**src/terminal_key_sequence_decoder_assert.svh**
```systemverilog
// assertion helpers shared by the decoder modules
// each macro expects clk and arst_n in the scope where it is used
`ifndef TERMINAL_KEY_SEQUENCE_DECODER_ASSERT_SVH
`define TERMINAL_KEY_SEQUENCE_DECODER_ASSERT_SVH

// condition holds at every clock edge outside reset
`define TKSD_ASSERT_ALWAYS(lbl, cond, msg) \
	lbl: assert property (@(posedge clk) disable iff (!arst_n) (cond)) \
		else $error(msg);

// consequent holds in the same cycle as the antecedent
`define TKSD_ASSERT_IMPLIES(lbl, ante, cons, msg) \
	lbl: assert property (@(posedge clk) disable iff (!arst_n) (ante) |-> (cons)) \
		else $error(msg);

`endif

```
**src/tksd_pkg.sv**
```systemverilog
package tksd_pkg;

	// default depth of the event-bundle queue
	localparam int QUEUE_DEPTH = 4;

	// most events a single byte can cause
	localparam int MAX_EVENTS = 3;

	// key codes
	localparam logic [3:0] KEY_NONE  = 4'd0;
	localparam logic [3:0] KEY_CHAR  = 4'd1;
	localparam logic [3:0] KEY_ENTER = 4'd2;
	localparam logic [3:0] KEY_BKSP  = 4'd3;
	localparam logic [3:0] KEY_TAB   = 4'd4;
	localparam logic [3:0] KEY_ESC   = 4'd5;
	localparam logic [3:0] KEY_UP    = 4'd6;
	localparam logic [3:0] KEY_DOWN  = 4'd7;
	localparam logic [3:0] KEY_RIGHT = 4'd8;
	localparam logic [3:0] KEY_LEFT  = 4'd9;
	localparam logic [3:0] KEY_HOME  = 4'd10;
	localparam logic [3:0] KEY_END   = 4'd11;
	localparam logic [3:0] KEY_DEL   = 4'd12;
	localparam logic [3:0] KEY_PGUP  = 4'd13;
	localparam logic [3:0] KEY_PGDN  = 4'd14;

	// input request: one raw terminal byte
	typedef struct packed {
		logic [7:0] in_byte;
		logic       chunk_end;
	} in_req_t;

	// output request: one key event
	typedef struct packed {
		logic [3:0] key_code;
		logic       ctrl_flag;
		logic       alt_flag;
		logic [7:0] char_value;
		logic       last_of_run;
	} out_req_t;

	// one decoded event inside a bundle
	typedef struct packed {
		logic [3:0] key;
		logic       ctrl;
		logic       alt;
		logic [7:0] chr;
	} event_t;

	// all events caused by one byte, slot 0 first
	typedef struct packed {
		logic [1:0]                 count;
		event_t [MAX_EVENTS-1:0]    evt;
	} bundle_t;

endpackage

```
**src/terminal_key_sequence_decoder.sv**
```systemverilog
// the first event of a byte is registered in the bundle queue, then in the output register
// bytes are taken one per cycle while the queue has room; events leave one per
// cycle while key_ready allows, and a byte with several events sends them in turn
// a bundle queue of QueueDepth entries absorbs bursts at chunk ends
// reset: arst_n clears the parser state, the queue level and the output valid flag
module terminal_key_sequence_decoder #(
	parameter int QueueDepth = tksd_pkg::QUEUE_DEPTH
) (
	input  logic               clk,
	input  logic               arst_n,
	input  logic               byte_valid,
	output logic               byte_ready,
	input  tksd_pkg::in_req_t  byte_data,
	output logic               key_valid,
	input  logic               key_ready,
	output tksd_pkg::out_req_t key_data
);

	logic              push_valid;
	logic              push_ready;
	tksd_pkg::bundle_t push_data;
	logic              head_valid;
	tksd_pkg::bundle_t head_data;
	logic              pop;

	// parser and classifier
	tksd_front u_front (
		.clk        (clk),
		.arst_n     (arst_n),
		.byte_valid (byte_valid),
		.byte_ready (byte_ready),
		.byte_data  (byte_data),
		.push_valid (push_valid),
		.push_data  (push_data),
		.push_ready (push_ready)
	);

	// bundle queue
	tksd_queue #(
		.Depth (QueueDepth)
	) u_queue (
		.clk        (clk),
		.arst_n     (arst_n),
		.push_valid (push_valid),
		.push_data  (push_data),
		.push_ready (push_ready),
		.head_valid (head_valid),
		.head_data  (head_data),
		.pop        (pop)
	);

	// event serializer
	tksd_back u_back (
		.clk        (clk),
		.arst_n     (arst_n),
		.head_valid (head_valid),
		.head_data  (head_data),
		.pop        (pop),
		.key_valid  (key_valid),
		.key_ready  (key_ready),
		.key_data   (key_data)
	);

endmodule

```
**src/tksd_front.sv**
```systemverilog
`include "terminal_key_sequence_decoder_assert.svh"

module tksd_front (
	input  logic               clk,
	input  logic               arst_n,
	input  logic               byte_valid,
	output logic               byte_ready,
	input  tksd_pkg::in_req_t  byte_data,
	output logic               push_valid,
	output tksd_pkg::bundle_t  push_data,
	input  logic               push_ready
);

	// parser phases
	localparam logic [2:0] PH_IDLE    = 3'd0;
	localparam logic [2:0] PH_ESC     = 3'd1;
	localparam logic [2:0] PH_BRACKET = 3'd2;
	localparam logic [2:0] PH_ONE     = 3'd3;
	localparam logic [2:0] PH_SEMI    = 3'd4;
	localparam logic [2:0] PH_FINAL   = 3'd5;

	// bytes with a meaning to the parser
	localparam logic [7:0] CH_NUL    = 8'h00;
	localparam logic [7:0] CH_BS     = 8'h08;
	localparam logic [7:0] CH_TAB    = 8'h09;
	localparam logic [7:0] CH_LF     = 8'h0a;
	localparam logic [7:0] CH_CR     = 8'h0d;
	localparam logic [7:0] CH_CTRL_Z = 8'h1a;
	localparam logic [7:0] CH_ESC    = 8'h1b;
	localparam logic [7:0] CH_SPACE  = 8'h20;
	localparam logic [7:0] CH_DEL    = 8'h7f;
	localparam logic [7:0] CH_LBRACK = 8'h5b;
	localparam logic [7:0] CH_ONE    = 8'h31;
	localparam logic [7:0] CH_THREE  = 8'h33;
	localparam logic [7:0] CH_FIVE   = 8'h35;
	localparam logic [7:0] CH_SIX    = 8'h36;
	localparam logic [7:0] CH_SEMI   = 8'h3b;
	localparam logic [7:0] CH_TILDE  = 8'h7e;
	localparam logic [7:0] CH_UP     = 8'h41;
	localparam logic [7:0] CH_DOWN   = 8'h42;
	localparam logic [7:0] CH_RIGHT  = 8'h43;
	localparam logic [7:0] CH_LEFT   = 8'h44;
	localparam logic [7:0] CH_HOME   = 8'h48;
	localparam logic [7:0] CH_END    = 8'h46;
	localparam logic [7:0] CTRL_BASE = 8'h60;

	typedef struct packed {
		logic              emit;
		logic              to_esc;
		tksd_pkg::event_t  evt;
	} fresh_t;

	typedef struct packed {
		logic              tilde;
		tksd_pkg::event_t  evt;
	} final_t;

	function automatic tksd_pkg::event_t make_evt(input logic [3:0] key, input logic ctrl,
		input logic alt, input logic [7:0] chr);
		tksd_pkg::event_t e;
		e.key  = key;
		e.ctrl = ctrl;
		e.alt  = alt;
		e.chr  = chr;
		return e;
	endfunction

	// byte seen from the idle phase
	function automatic fresh_t fresh_decode(input logic [7:0] b, input logic last);
		fresh_t r;
		r = '0;
		priority if (b == CH_ESC) begin
			if (last) begin
				r.emit = 1'b1;
				r.evt  = make_evt(tksd_pkg::KEY_ESC, 1'b0, 1'b0, CH_NUL);
			end else begin
				r.to_esc = 1'b1;
			end
		end else if (b == CH_CR || b == CH_LF) begin
			r.emit = 1'b1;
			r.evt  = make_evt(tksd_pkg::KEY_ENTER, 1'b0, 1'b0, CH_NUL);
		end else if (b == CH_DEL || b == CH_BS) begin
			r.emit = 1'b1;
			r.evt  = make_evt(tksd_pkg::KEY_BKSP, 1'b0, 1'b0, CH_NUL);
		end else if (b == CH_TAB) begin
			r.emit = 1'b1;
			r.evt  = make_evt(tksd_pkg::KEY_TAB, 1'b0, 1'b0, CH_NUL);
		end else if (b != CH_NUL && b <= CH_CTRL_Z) begin
			// ctrl letter: 1 maps to 'a'
			r.emit = 1'b1;
			r.evt  = make_evt(tksd_pkg::KEY_CHAR, 1'b1, 1'b0, b + CTRL_BASE);
		end else if (b >= CH_SPACE && b < CH_DEL) begin
			r.emit = 1'b1;
			r.evt  = make_evt(tksd_pkg::KEY_CHAR, 1'b0, 1'b0, b);
		end else begin
			r.emit = 1'b0;
		end
		return r;
	endfunction

	// final byte of a cursor, delete or page sequence
	function automatic final_t final_decode(input logic [7:0] c, input logic ctrl);
		final_t r;
		r = '0;
		unique case (c)
			CH_UP:    r.evt = make_evt(tksd_pkg::KEY_UP, ctrl, 1'b0, CH_NUL);
			CH_DOWN:  r.evt = make_evt(tksd_pkg::KEY_DOWN, ctrl, 1'b0, CH_NUL);
			CH_RIGHT: r.evt = make_evt(tksd_pkg::KEY_RIGHT, ctrl, 1'b0, CH_NUL);
			CH_LEFT:  r.evt = make_evt(tksd_pkg::KEY_LEFT, ctrl, 1'b0, CH_NUL);
			CH_HOME:  r.evt = make_evt(tksd_pkg::KEY_HOME, 1'b0, 1'b0, CH_NUL);
			CH_END:   r.evt = make_evt(tksd_pkg::KEY_END, 1'b0, 1'b0, CH_NUL);
			CH_THREE: begin
				r.evt   = make_evt(tksd_pkg::KEY_DEL, 1'b0, 1'b0, CH_NUL);
				r.tilde = 1'b1;
			end
			CH_FIVE: begin
				r.evt   = make_evt(tksd_pkg::KEY_PGUP, 1'b0, 1'b0, CH_NUL);
				r.tilde = 1'b1;
			end
			CH_SIX: begin
				r.evt   = make_evt(tksd_pkg::KEY_PGDN, 1'b0, 1'b0, CH_NUL);
				r.tilde = 1'b1;
			end
			default:  r.evt = make_evt(tksd_pkg::KEY_ESC, 1'b0, 1'b0, CH_NUL);
		endcase
		return r;
	endfunction

	logic [2:0]        phase_q, phase_d;
	logic [7:0]        held_q, held_d;
	logic              skip_q, skip_d;
	logic              accept;
	logic [7:0]        b;
	logic              last;
	logic              mod_ctrl;
	logic              skip_hit;
	fresh_t            fr;
	final_t            fn;
	tksd_pkg::bundle_t bnd;

	assign byte_ready = push_ready;
	assign accept     = byte_valid && byte_ready;
	assign b          = byte_data.in_byte;
	assign last       = byte_data.chunk_end;
	assign mod_ctrl   = (held_q == CH_FIVE) || (held_q == CH_SIX);
	assign skip_hit   = skip_q && (phase_q == PH_IDLE) && (b == CH_TILDE);
	assign fr         = fresh_decode(b, last);
	assign fn         = final_decode(b, (phase_q == PH_FINAL) ? mod_ctrl : 1'b0);

	// classify the byte against the current phase
	always_comb begin
		bnd     = '0;
		phase_d = phase_q;
		held_d  = held_q;
		skip_d  = 1'b0;
		if (skip_hit) begin
			phase_d = phase_q;
		end else begin
			unique case (phase_q)
				PH_ESC: begin
					phase_d = PH_IDLE;
					if (b == CH_LBRACK) begin
						if (last) begin
							bnd.count  = 2'd1;
							bnd.evt[0] = make_evt(tksd_pkg::KEY_NONE, 1'b0, 1'b0, CH_NUL);
						end else begin
							phase_d = PH_BRACKET;
						end
					end else begin
						bnd.count  = 2'd1;
						bnd.evt[0] = make_evt(tksd_pkg::KEY_CHAR, 1'b0, 1'b1, b);
					end
				end
				PH_BRACKET: begin
					if (b == CH_ONE && !last) begin
						phase_d = PH_ONE;
					end else begin
						phase_d    = PH_IDLE;
						bnd.count  = 2'd1;
						bnd.evt[0] = fn.evt;
						skip_d     = fn.tilde && !last;
					end
				end
				PH_ONE: begin
					if (b == CH_SEMI && !last) begin
						phase_d = PH_SEMI;
					end else begin
						// held "1" turns into esc, byte replayed from idle
						phase_d    = fr.to_esc ? PH_ESC : PH_IDLE;
						bnd.count  = fr.emit ? 2'd2 : 2'd1;
						bnd.evt[0] = make_evt(tksd_pkg::KEY_ESC, 1'b0, 1'b0, CH_NUL);
						bnd.evt[1] = fr.evt;
					end
				end
				PH_SEMI: begin
					if (last) begin
						// chunk cut after "1;": esc, then ';' and the byte replayed
						phase_d    = PH_IDLE;
						bnd.count  = fr.emit ? 2'd3 : 2'd2;
						bnd.evt[0] = make_evt(tksd_pkg::KEY_ESC, 1'b0, 1'b0, CH_NUL);
						bnd.evt[1] = make_evt(tksd_pkg::KEY_CHAR, 1'b0, 1'b0, CH_SEMI);
						bnd.evt[2] = fr.evt;
					end else begin
						held_d  = b;
						phase_d = PH_FINAL;
					end
				end
				PH_FINAL: begin
					held_d     = '0;
					phase_d    = PH_IDLE;
					bnd.count  = 2'd1;
					bnd.evt[0] = fn.evt;
					skip_d     = fn.tilde && !last;
				end
				default: begin
					phase_d    = fr.to_esc ? PH_ESC : PH_IDLE;
					bnd.count  = fr.emit ? 2'd1 : 2'd0;
					bnd.evt[0] = fr.evt;
				end
			endcase
			// lookahead never crosses a chunk end
			if (last) begin
				phase_d = PH_IDLE;
				held_d  = '0;
				skip_d  = 1'b0;
			end
		end
	end

	assign push_valid = accept && (bnd.count != 2'd0);
	assign push_data  = bnd;

	// parser state
	always_ff @(posedge clk or negedge arst_n) begin
		if (!arst_n) begin
			phase_q <= PH_IDLE;
			held_q  <= '0;
			skip_q  <= 1'b0;
		end else if (accept) begin
			phase_q <= phase_d;
			held_q  <= held_d;
			skip_q  <= skip_d;
		end
	end

	`TKSD_ASSERT_IMPLIES(a_skip_only_idle, skip_q, phase_q == PH_IDLE,
		"tilde skip pending outside idle phase")
	`TKSD_ASSERT_IMPLIES(a_held_only_final, held_q != 8'h00, phase_q == PH_FINAL,
		"modifier held outside final phase")

endmodule

```
**src/tksd_queue.sv**
```systemverilog
`include "terminal_key_sequence_decoder_assert.svh"

module tksd_queue #(
	parameter int Depth = tksd_pkg::QUEUE_DEPTH
) (
	input  logic               clk,
	input  logic               arst_n,
	input  logic               push_valid,
	input  tksd_pkg::bundle_t  push_data,
	output logic               push_ready,
	output logic               head_valid,
	output tksd_pkg::bundle_t  head_data,
	input  logic               pop
);

	localparam int PtrW = (Depth > 1) ? $clog2(Depth) : 1;
	localparam int CntW = $clog2(Depth + 1);

	tksd_pkg::bundle_t mem_q [Depth];
	logic [PtrW-1:0]   wr_ptr_q;
	logic [PtrW-1:0]   rd_ptr_q;
	logic [CntW-1:0]   count_q;
	logic              do_push;
	logic              do_pop;

	function automatic logic [PtrW-1:0] ptr_inc(input logic [PtrW-1:0] p);
		return (p == PtrW'(Depth - 1)) ? '0 : p + 1'b1;
	endfunction

	assign push_ready = (count_q != CntW'(Depth));
	assign head_valid = (count_q != '0);
	assign head_data  = mem_q[rd_ptr_q];
	assign do_push    = push_valid && push_ready;
	assign do_pop     = pop && head_valid;

	// bundle storage
	always_ff @(posedge clk) begin
		if (do_push) begin
			mem_q[wr_ptr_q] <= push_data;
		end
	end

	// pointers and fill level
	always_ff @(posedge clk or negedge arst_n) begin
		if (!arst_n) begin
			wr_ptr_q <= '0;
			rd_ptr_q <= '0;
			count_q  <= '0;
		end else begin
			if (do_push) begin
				wr_ptr_q <= ptr_inc(wr_ptr_q);
			end
			if (do_pop) begin
				rd_ptr_q <= ptr_inc(rd_ptr_q);
			end
			if (do_push && !do_pop) begin
				count_q <= count_q + 1'b1;
			end else if (do_pop && !do_push) begin
				count_q <= count_q - 1'b1;
			end
		end
	end

	`TKSD_ASSERT_ALWAYS(a_level_in_range, count_q <= CntW'(Depth),
		"queue level beyond depth")

endmodule

```
**src/tksd_back.sv**
```systemverilog
`include "terminal_key_sequence_decoder_assert.svh"

module tksd_back (
	input  logic               clk,
	input  logic               arst_n,
	input  logic               head_valid,
	input  tksd_pkg::bundle_t  head_data,
	output logic               pop,
	output logic               key_valid,
	input  logic               key_ready,
	output tksd_pkg::out_req_t key_data
);

	logic [1:0]         idx_q;
	logic               out_valid_q;
	tksd_pkg::out_req_t out_q;
	logic               load;
	logic               take;
	logic               last_evt;
	tksd_pkg::event_t   evt;

	// output register free or being emptied this cycle
	assign load     = !out_valid_q || key_ready;
	assign take     = load && head_valid;
	assign evt      = head_data.evt[idx_q];
	assign last_evt = (idx_q == head_data.count - 2'd1);
	assign pop      = take && last_evt;

	// walk the bundle one event per cycle while the output register can load
	always_ff @(posedge clk or negedge arst_n) begin
		if (!arst_n) begin
			idx_q       <= '0;
			out_valid_q <= 1'b0;
		end else begin
			if (take) begin
				idx_q <= last_evt ? 2'd0 : idx_q + 2'd1;
			end
			if (take) begin
				out_valid_q <= 1'b1;
			end else if (key_ready) begin
				out_valid_q <= 1'b0;
			end
		end
	end

	// event payload
	always_ff @(posedge clk) begin
		if (take) begin
			out_q.key_code    <= evt.key;
			out_q.ctrl_flag   <= evt.ctrl;
			out_q.alt_flag    <= evt.alt;
			out_q.char_value  <= evt.chr;
			out_q.last_of_run <= last_evt;
		end
	end

	assign key_valid = out_valid_q;
	assign key_data  = out_q;

	`TKSD_ASSERT_IMPLIES(a_idx_within_bundle, head_valid, idx_q < head_data.count,
		"event index past end of bundle")

endmodule

```
**config.mk**
```make
export PLATFORM = sky130hd
export DESIGN_NAME = terminal_key_sequence_decoder
export DESIGN_NICKNAME = d
export VERILOG_FILES = /design/src/tksd_pkg.sv /design/src/terminal_key_sequence_decoder.sv /design/src/tksd_front.sv /design/src/tksd_queue.sv /design/src/tksd_back.sv
export VERILOG_INCLUDE_DIRS = /design/src /design/src/src
export SDC_FILE = /design/constraint.sdc
export NUM_CORES = 1
export LEC_CHECK = 0
export ABC_CLOCK_PERIOD_IN_PS = 3270
export BUFFER_PORTS_ARGS = -buffer_cell sky130_fd_sc_hd__buf_2
export CORE_MARGIN = 1.5
export CORE_UTILIZATION = 61
export CTS_BUF_LIST = sky130_fd_sc_hd__clkbuf_16
export DETAILED_ROUTE_END_ITERATION = 7
export PLACE_DENSITY = 0.8
export SYNTH_ARGS = -nofsm -noshare
export SYNTH_HDL_FRONTEND = slang
export SYNTH_SLANG_ARGS = --single-unit
```
**constraint.sdc**
```tcl
create_clock -name clk -period 3.27 [get_ports clk]
set_clock_uncertainty 0.15 [all_clocks]
set_input_delay 0.1635 -clock clk [delete_from_list [all_inputs] [get_ports clk]]
set_output_delay 0.1635 -clock clk [all_outputs]
set_load 0.005 [all_outputs]
```
# Word-level counts from Yosys, hierarchy flattened
# Memories as Yosys holds them, arrays and structs flattened.
# Index checks and enable logic that the tools add are counted.
# word_totals
ff_bits	37
mem_bits_rw	176
in_bits	13
out_inout_bits	17
wordCells	147
n_memories	1
# mem_list
memory	words	word_bits	rd	rd_clocked_by_memory_dff	wr	line	source
u_queue.mem_q	4	44	1	0	1	tksd_queue.sv:19	tksd_pkg::bundle_t mem_q [Depth];
# op_classes
n_addsub	7
n_lt_le_gt_ge	4
n_eq_ne	30
n_mux	58
n_bitwise	1
n_reduce_logical	33
# op_table
operator	count
$pmux W14 S9	1
$mux W14	8
$mux W44	2
$eq A8 B7 Y1 const B	9
$pmux W14 S5	1
$eq A8 B6 Y1 const B	7
$eq A8 B4 Y1 const B	4
$bmux W14 S2	1
$mux W28	1
$pmux W14 S2	1
$mux W1	24
$mux W11	2
$pmux W8 S2	1
$logic_and A1 B1 Y1	15
$pmux W3 S5	1
$mux W2	7
$mux W13	1
$mux W3	4
$pmux W2 S5	1
$add A8 B7 Y8 const B	1
$eq A8 B5 Y1 const B	1
$ge A8 B6 Y1 const B	1
$le A8 B5 Y1 const B	1
$lt A8 B7 Y1 const B	1
23 further kinds	37

# Depth between registers and ports, before layout
# logic_depth
depth_word	19
mapped_depth	14
ltp_nobuf	12

# Cells and area by module
# From an unflattened synthesis, not the netlist that was laid out.
# unflattened
cells_unflattened	629
area_unflattened_um2	9625.5
# modules_own_cells
mod	n_inst	cells_each	area_each_um2	seq_area_each_um2
tksd_queue	1	266	6776.5	5460.2
tksd_front	1	279	1908.1	300.3
tksd_back	1	84	940.9	525.5

# Worst setup path after synthesis
# OpenSTA, ideal clock, no wires.
# synth_path
path_kind	reg-to-reg
from	reg u_front.phase_q[1]
to	reg u_queue.count_q[1]
setup_ns	0.125
t_arrival_ns	2.672
required_ns	2.995
setup_slack_ns	0.324
stages_incl_launch_ff	11
path_buffers	1
period_less_slack_ns	2.946
path_cell_list	dfrtp_1 > buf_2 > or4b_1 > or4_1 > o21ai_0 > a31o_2 > a211oi_4 > ha_1 > inv_1 > fa_1 > mux2_2
# synth_via
elab_chain_len	10
word_cells_on_any_way	18
cone_classes	5 x eq/ne; 3 x mux; 10 x reduce/logical
# synth_lines
item	line	source
start, declared	tksd_front.sv:129	logic [2:0] phase_q, phase_d;
start signal, assigned	tksd_front.sv:240	phase_q <= phase_d;
parallel branches: the longest is 3 deep, another holds $pmux W2 S5	n/a	
$mux W44 (*)	tksd_front.sv:156	if (skip_hit) begin
$reduce_bool A2 Y1 (*)	tksd_front.sv:230	assign push_valid = accept && (bnd.count != 2'd0);
$logic_and A1 B1 Y1 (*)	tksd_front.sv:230	
$logic_and A1 B1 Y1 (*)	tksd_queue.sv:33	assign do_push = push_valid && push_ready;
named net u_queue.do_push	tksd_queue.sv:23	logic do_push;
$logic_not A1 Y1	tksd_queue.sv:58	end else if (do_pop && !do_push) begin
$logic_and A1 B1 Y1	tksd_queue.sv:58	
$reduce_bool A2 Y1 (no source line)	n/a	
end signal, assigned	tksd_queue.sv:57	count_q <= count_q + 1'b1;
end signal, assigned	tksd_queue.sv:59	count_q <= count_q - 1'b1;
end, declared	tksd_queue.sv:22	logic [CntW-1:0] count_q;
# Mark *: on every way through the listed nets, which the timed path passes.
# A chain may end at the register's enable or synchronous reset.

# Worst setup path after layout
# layout_path
from	in byte_data[5] (netlist bit)
to	reg u_queue.count_q[2]
# layout_via
elab_chain_len	18
word_cells_on_any_way	44
cone_classes	3 x order compare; 10 x eq/ne; 16 x mux; 15 x reduce/logical
# layout_lines
item	line	source
start, declared	terminal_key_sequence_decoder.sv:13	input tksd_pkg::in_req_t byte_data,
$ge A8 B6 Y1 / $lt A8 B7 Y1 (equally long branches)	tksd_front.sv:92	end else if (b >= CH_SPACE && b < CH_DEL) begin
$logic_and A1 B1 Y1	tksd_front.sv:92	
$mux W1	tksd_front.sv:92	
$mux W1	tksd_front.sv:88	end else if (b != CH_NUL && b <= CH_CTRL_Z) begin
$mux W1	tksd_front.sv:85	end else if (b == CH_TAB) begin
$mux W1	tksd_front.sv:82	end else if (b == CH_DEL || b == CH_BS) begin
$mux W1	tksd_front.sv:79	end else if (b == CH_CR || b == CH_LF) begin
$mux W1	tksd_front.sv:72	priority if (b == CH_ESC) begin
[3 not listed]	n/a	
$mux W44 (*)	tksd_front.sv:156	
$reduce_bool A2 Y1 (*)	tksd_front.sv:230	
$logic_and A1 B1 Y1 (*)	tksd_front.sv:230	
$logic_and A1 B1 Y1 (*)	tksd_queue.sv:33	
named net u_queue.do_push	tksd_queue.sv:23	
$logic_not A1 Y1	tksd_queue.sv:58	
$logic_and A1 B1 Y1	tksd_queue.sv:58	
$reduce_bool A2 Y1 (no source line)	n/a	
# The timed path passes the listed nets; every way through them passes the cells marked *.

==> out/results.tsv <==
stage	metric	value	unit
sta	Max Clk Rate	315	MHz
floorplanning	chip width	123	um
route	vias per inst	6.36	
logic_synthesis	Synth area leaders	edfxtp_1 60%, mux4_2 10%, dfrtp_1 6.3%	
global_route	GRT overflow	0	
sta	Final Slew Violations	0	
sta	fin crit share	0.971	
setup_path	crit path kind	in -> reg	
logic_synthesis	Seq cells post-synth	197	
placed_design	gp weighted congestion	0.906	
setup_path	critical path launch point type	input port	
logic_synthesis	Commonest cells post-synth	175 x edfxtp_1, 40 x mux4_2, 38 x nand2_1	
cells_and_area	synthesis-to-layout area growth	13.2	%
clock_network	CTS tree	done	
power_and_ir_drop	Peak VDD IR	0.000426	V
setup_path	worst-path cell chain	dlygate4sd3_1 > buf_2 > or4_4 > o21ba_4 > nor3b_4 > a31o_2 > a211oi_4 > ha_2 > inv_1 > fa_1 > xor2_1 > nor2_1 > xor2_1	
floorplanning	core area	13900	sq um
clock_network	CTS Buf Count	17	
placed_design	pre-CTS setup slack	0.222	ns
setup_path	Critical Path Fanout Max	12	
sta	Fin. Hold Viols	0	
logic_synthesis	Netlist Area Pre-Place	8740	sq um
cells_and_area	post-route cell area	9890	sq um
sta	final setup margin	0.0939	ns
cells_and_area	ANT cells	0	
floorplanning	DIE AREA	15100	sq um
setup_path	required time worst endpoint	3.46	ns
global_route	first-pass GRT wire length	28.7	mm
setup_path	CP most frequent cell	xor2_1	
clock_network	htree depth	4	
logic_synthesis	Synth Flop Type	edfxtp_1	
floorplanning	Initial Utilization	0.627	
cells_and_area	Final #Nets	634	
setup_path	Reg2Reg Depth	9	
route	total routed wirelength	18.3	mm
logic_synthesis	Yosys cell types	66	
global_route	pin count of the biggest net entering global routing	38	
cells_and_area	fill count	880	
worst_hold_path	HP Class	in -> reg	
logic_synthesis	Post-Syn Nets	583	
run	maxcap violations	0	
global_route	vias in the first global route	5127	
sta	slew of the pin with the lowest slew margin	0.885	ns
clock_network	TritonCTS Sinks	197	
cells_and_area	Util after Layout	0.710	
power_and_ir_drop	Pwr Density	786	nW/um^2
logic_synthesis	Cells after Synth	561	
placed_design	Post-DP Area	9240	sq um
setup_path	FF-to-FF setup slack	0.17	ns
cells_and_area	multi-input logic area	2720	sq um
logic_synthesis	ys async rst share	0.112	
setup_path	slowest CP cell	or4_4	
route	Via Count	5123	
sta	minimum clock period	3.18	ns
global_route	GRT Total Usage	0.263	
floorplanning	Die Span Y	123	um
setup_path	crit path DAT	3.37	ns
sta	RSZ-0062 raised after global routing	false	
route	DRC errors left	0	
logic_synthesis	Post-synth EDFFs	175	
floorplanning	number of top-level pins	30	
setup_path	reg-to-reg startpoint	u_front.phase_q[1]	
sta	Final setup viols	0	
route	WL per Instance	22.8	um
route	DR iter-0 viols	489	
logic_synthesis	most frequent cell after synthesis	edfxtp_1	
placed_design	Buffers on Ports	29	
route	Final ANT Viol Nets	0	
logic_synthesis	post-synth top area share	0.601	
setup_path	RR Endpoint	u_queue.count_q[1]	
setup_path	CP Capture Type	flop	
power_and_ir_drop	Pleak	3.48	nW
worst_hold_path	Worst Hold Endpoint	u_front.held_q[2]	
worst_hold_path	hold path startpoint	byte_data[3]	
floorplanning	num rows	43	
logic_synthesis	register area share after synthesis	0.664	
route	DRT Pass-1 Iters	5	
clock_network	Clock Pin Slew Worst Setup and Hold Paths	0.07	ns
logic_synthesis	Yosys warning count	0	
clock_network	clock root cell	clkbuf_16	
cells_and_area	FF/Latch Area	5810	sq um
clock_network	Clock Tree Buf Depth	2	
logic_synthesis	Yosys top cell by area	edfxtp_1	
logic_synthesis	Syn Area/Cell	15.6	sq um
worst_hold_path	hold-critical path depth	3	
cells_and_area	proportion of layout cells with a drive suffix above 1	0.234	
run_status	status	finished, final reports clean	
sta	Worst slew margin	0.406	
global_route	initial antenna violation count	0	
sta	post-route setup TNS	0	ns
clock_network	insertion delay to the later sink of the worst-skew pair	0.42	ns
setup_path	worst stage delay on the critical path	0.59	ns
placed_design	HPWL after DPL	11.9	mm
## critical path: cells and delay by family
| family | cells | cell delay (ns) |
|---|---|---|
| AOI/OAI and AO/OA | 3 | 0.70 |
| xor gates and xnor gates | 2 | 0.34 |
| adders and majority gates | 2 | 0.61 |
| buffers and inverters | 3 | 0.79 |
| and+or+nand+nor | 3 | 0.77 |
## metrics by stage
| stage | instances | power (mW) | hold WS (ns) |
|---|---|---|---|
| 3_5_place_dp | 762 | 5.88 | 0.0104 |
| 2_1_floorplan | 561 | 5.15 | -0.282 |
| 3_3_place_gp | 762 | 5.80 | 0.00225 |
| 4_1_cts | 803 | 7.82 | 0.00773 |
| 6_report | 805 | 7.77 | 0.0240 |
| 5_1_grt | 805 | 8.13 | 0.0410 |
## metal layers
metal  vias up  track usage  share of wire
li1       2278            -              -
met1      2663        0.372           0.44
met2       161        0.419           0.50
met3        21       0.0534          0.051
met4         0       0.0807          0.016
met5         -            0              0
## worst max-delay path by stage
stage	startpoint	end	slack, ns
floorplan	u_front.phase_q[1]	u_queue.count_q[1]	0.32
global placement	byte_data[6]	u_queue.count_q[2]	0.28
detailed placement	byte_data[2]	u_queue.count_q[2]	0.22
CTS	byte_data[2]	u_queue.count_q[2]	0.06
global route	byte_data[5]	u_queue.count_q[2]	0.002
finish	byte_data[5]	u_queue.count_q[2]	0.09
## timing repair
| action | CTS | global route |
|---|---|---|
| resized for setup | 0 | 3 |
| buffers inserted | 0 | 2 |
| hold buffers | 9 | 0 |
| endpoints found under the setup margin | 0 | 3 |
| hold endpoints to repair | 30 | 0 |
## layout make-up
cell class	instances	share of cell area
clock buffer	17	0.0430
clock inverter	15	0.0118
inverter	21	0.00797
multi-input combinational	311	0.275
sequential	197	0.587
tap	180	0.0228
timing repair buffer	64	0.0526
## kinds of logic (layout without fill, tap and decap cells)
| logic type | count (synthesis) | in the layout | synth area share |
|---|---|---|---|
| buffers and inverters | 53 | 117 | 0.0258 |
| and+or+nand+nor | 152 | 152 | 0.0972 |
| adders and majority gates | 9 | 9 | 0.0137 |
| muxes | 58 | 58 | 0.125 |
| xor gates and xnor gates | 8 | 8 | 0.00802 |
| AOI/OAI and AO/OA | 84 | 84 | 0.0657 |
| DFF | 197 | 197 | 0.664 |
## report_power, final
part | total [mW] | leakage (nW) | switching (mW) | internal (mW)
sequential | 3.55 | 1.85 | 0.192 | 3.35
clock | 1.93 | 0.276 | 0.890 | 1.04
combinational | 2.29 | 1.35 | 1.22 | 1.07
total | 7.77 | 3.48 | 2.31 | 5.46
## state kept, by name (all words and copies together) (netlist names)
name,cells
u_queue.mem_q,160
u_back.key_data,15
u_front.held_q,8
u_front.phase_q,3
u_queue.count_q,3
u_back.idx_q,2
u_queue.rd_ptr_q,2
u_queue.wr_ptr_q,2
u_back.key_valid,1
u_front.skip_q,1
## cell usage in the layout (no fill, tap or decap), drive strengths merged, types with 7 or more instances in the layout
| master | count |
|---|---|
| inv | 27 |
| buf | 54 |
| a21oi | 8 |
| nand2 | 38 |
| o21ai | 26 |
| o22ai | 14 |
| nand2b | 8 |
| ha | 8 |
| dlygate4sd3 | 9 |
| nor2 | 33 |
| edfxtp | 175 |
| mux2i | 14 |
| a21o | 9 |
| nor3 | 14 |
| dfrtp | 22 |
| nor2b | 7 |
| and2 | 18 |
| mux4 | 40 |
| clkbuf | 18 |
| clkinv | 7 |
Power figures use the tool's default switching activity.
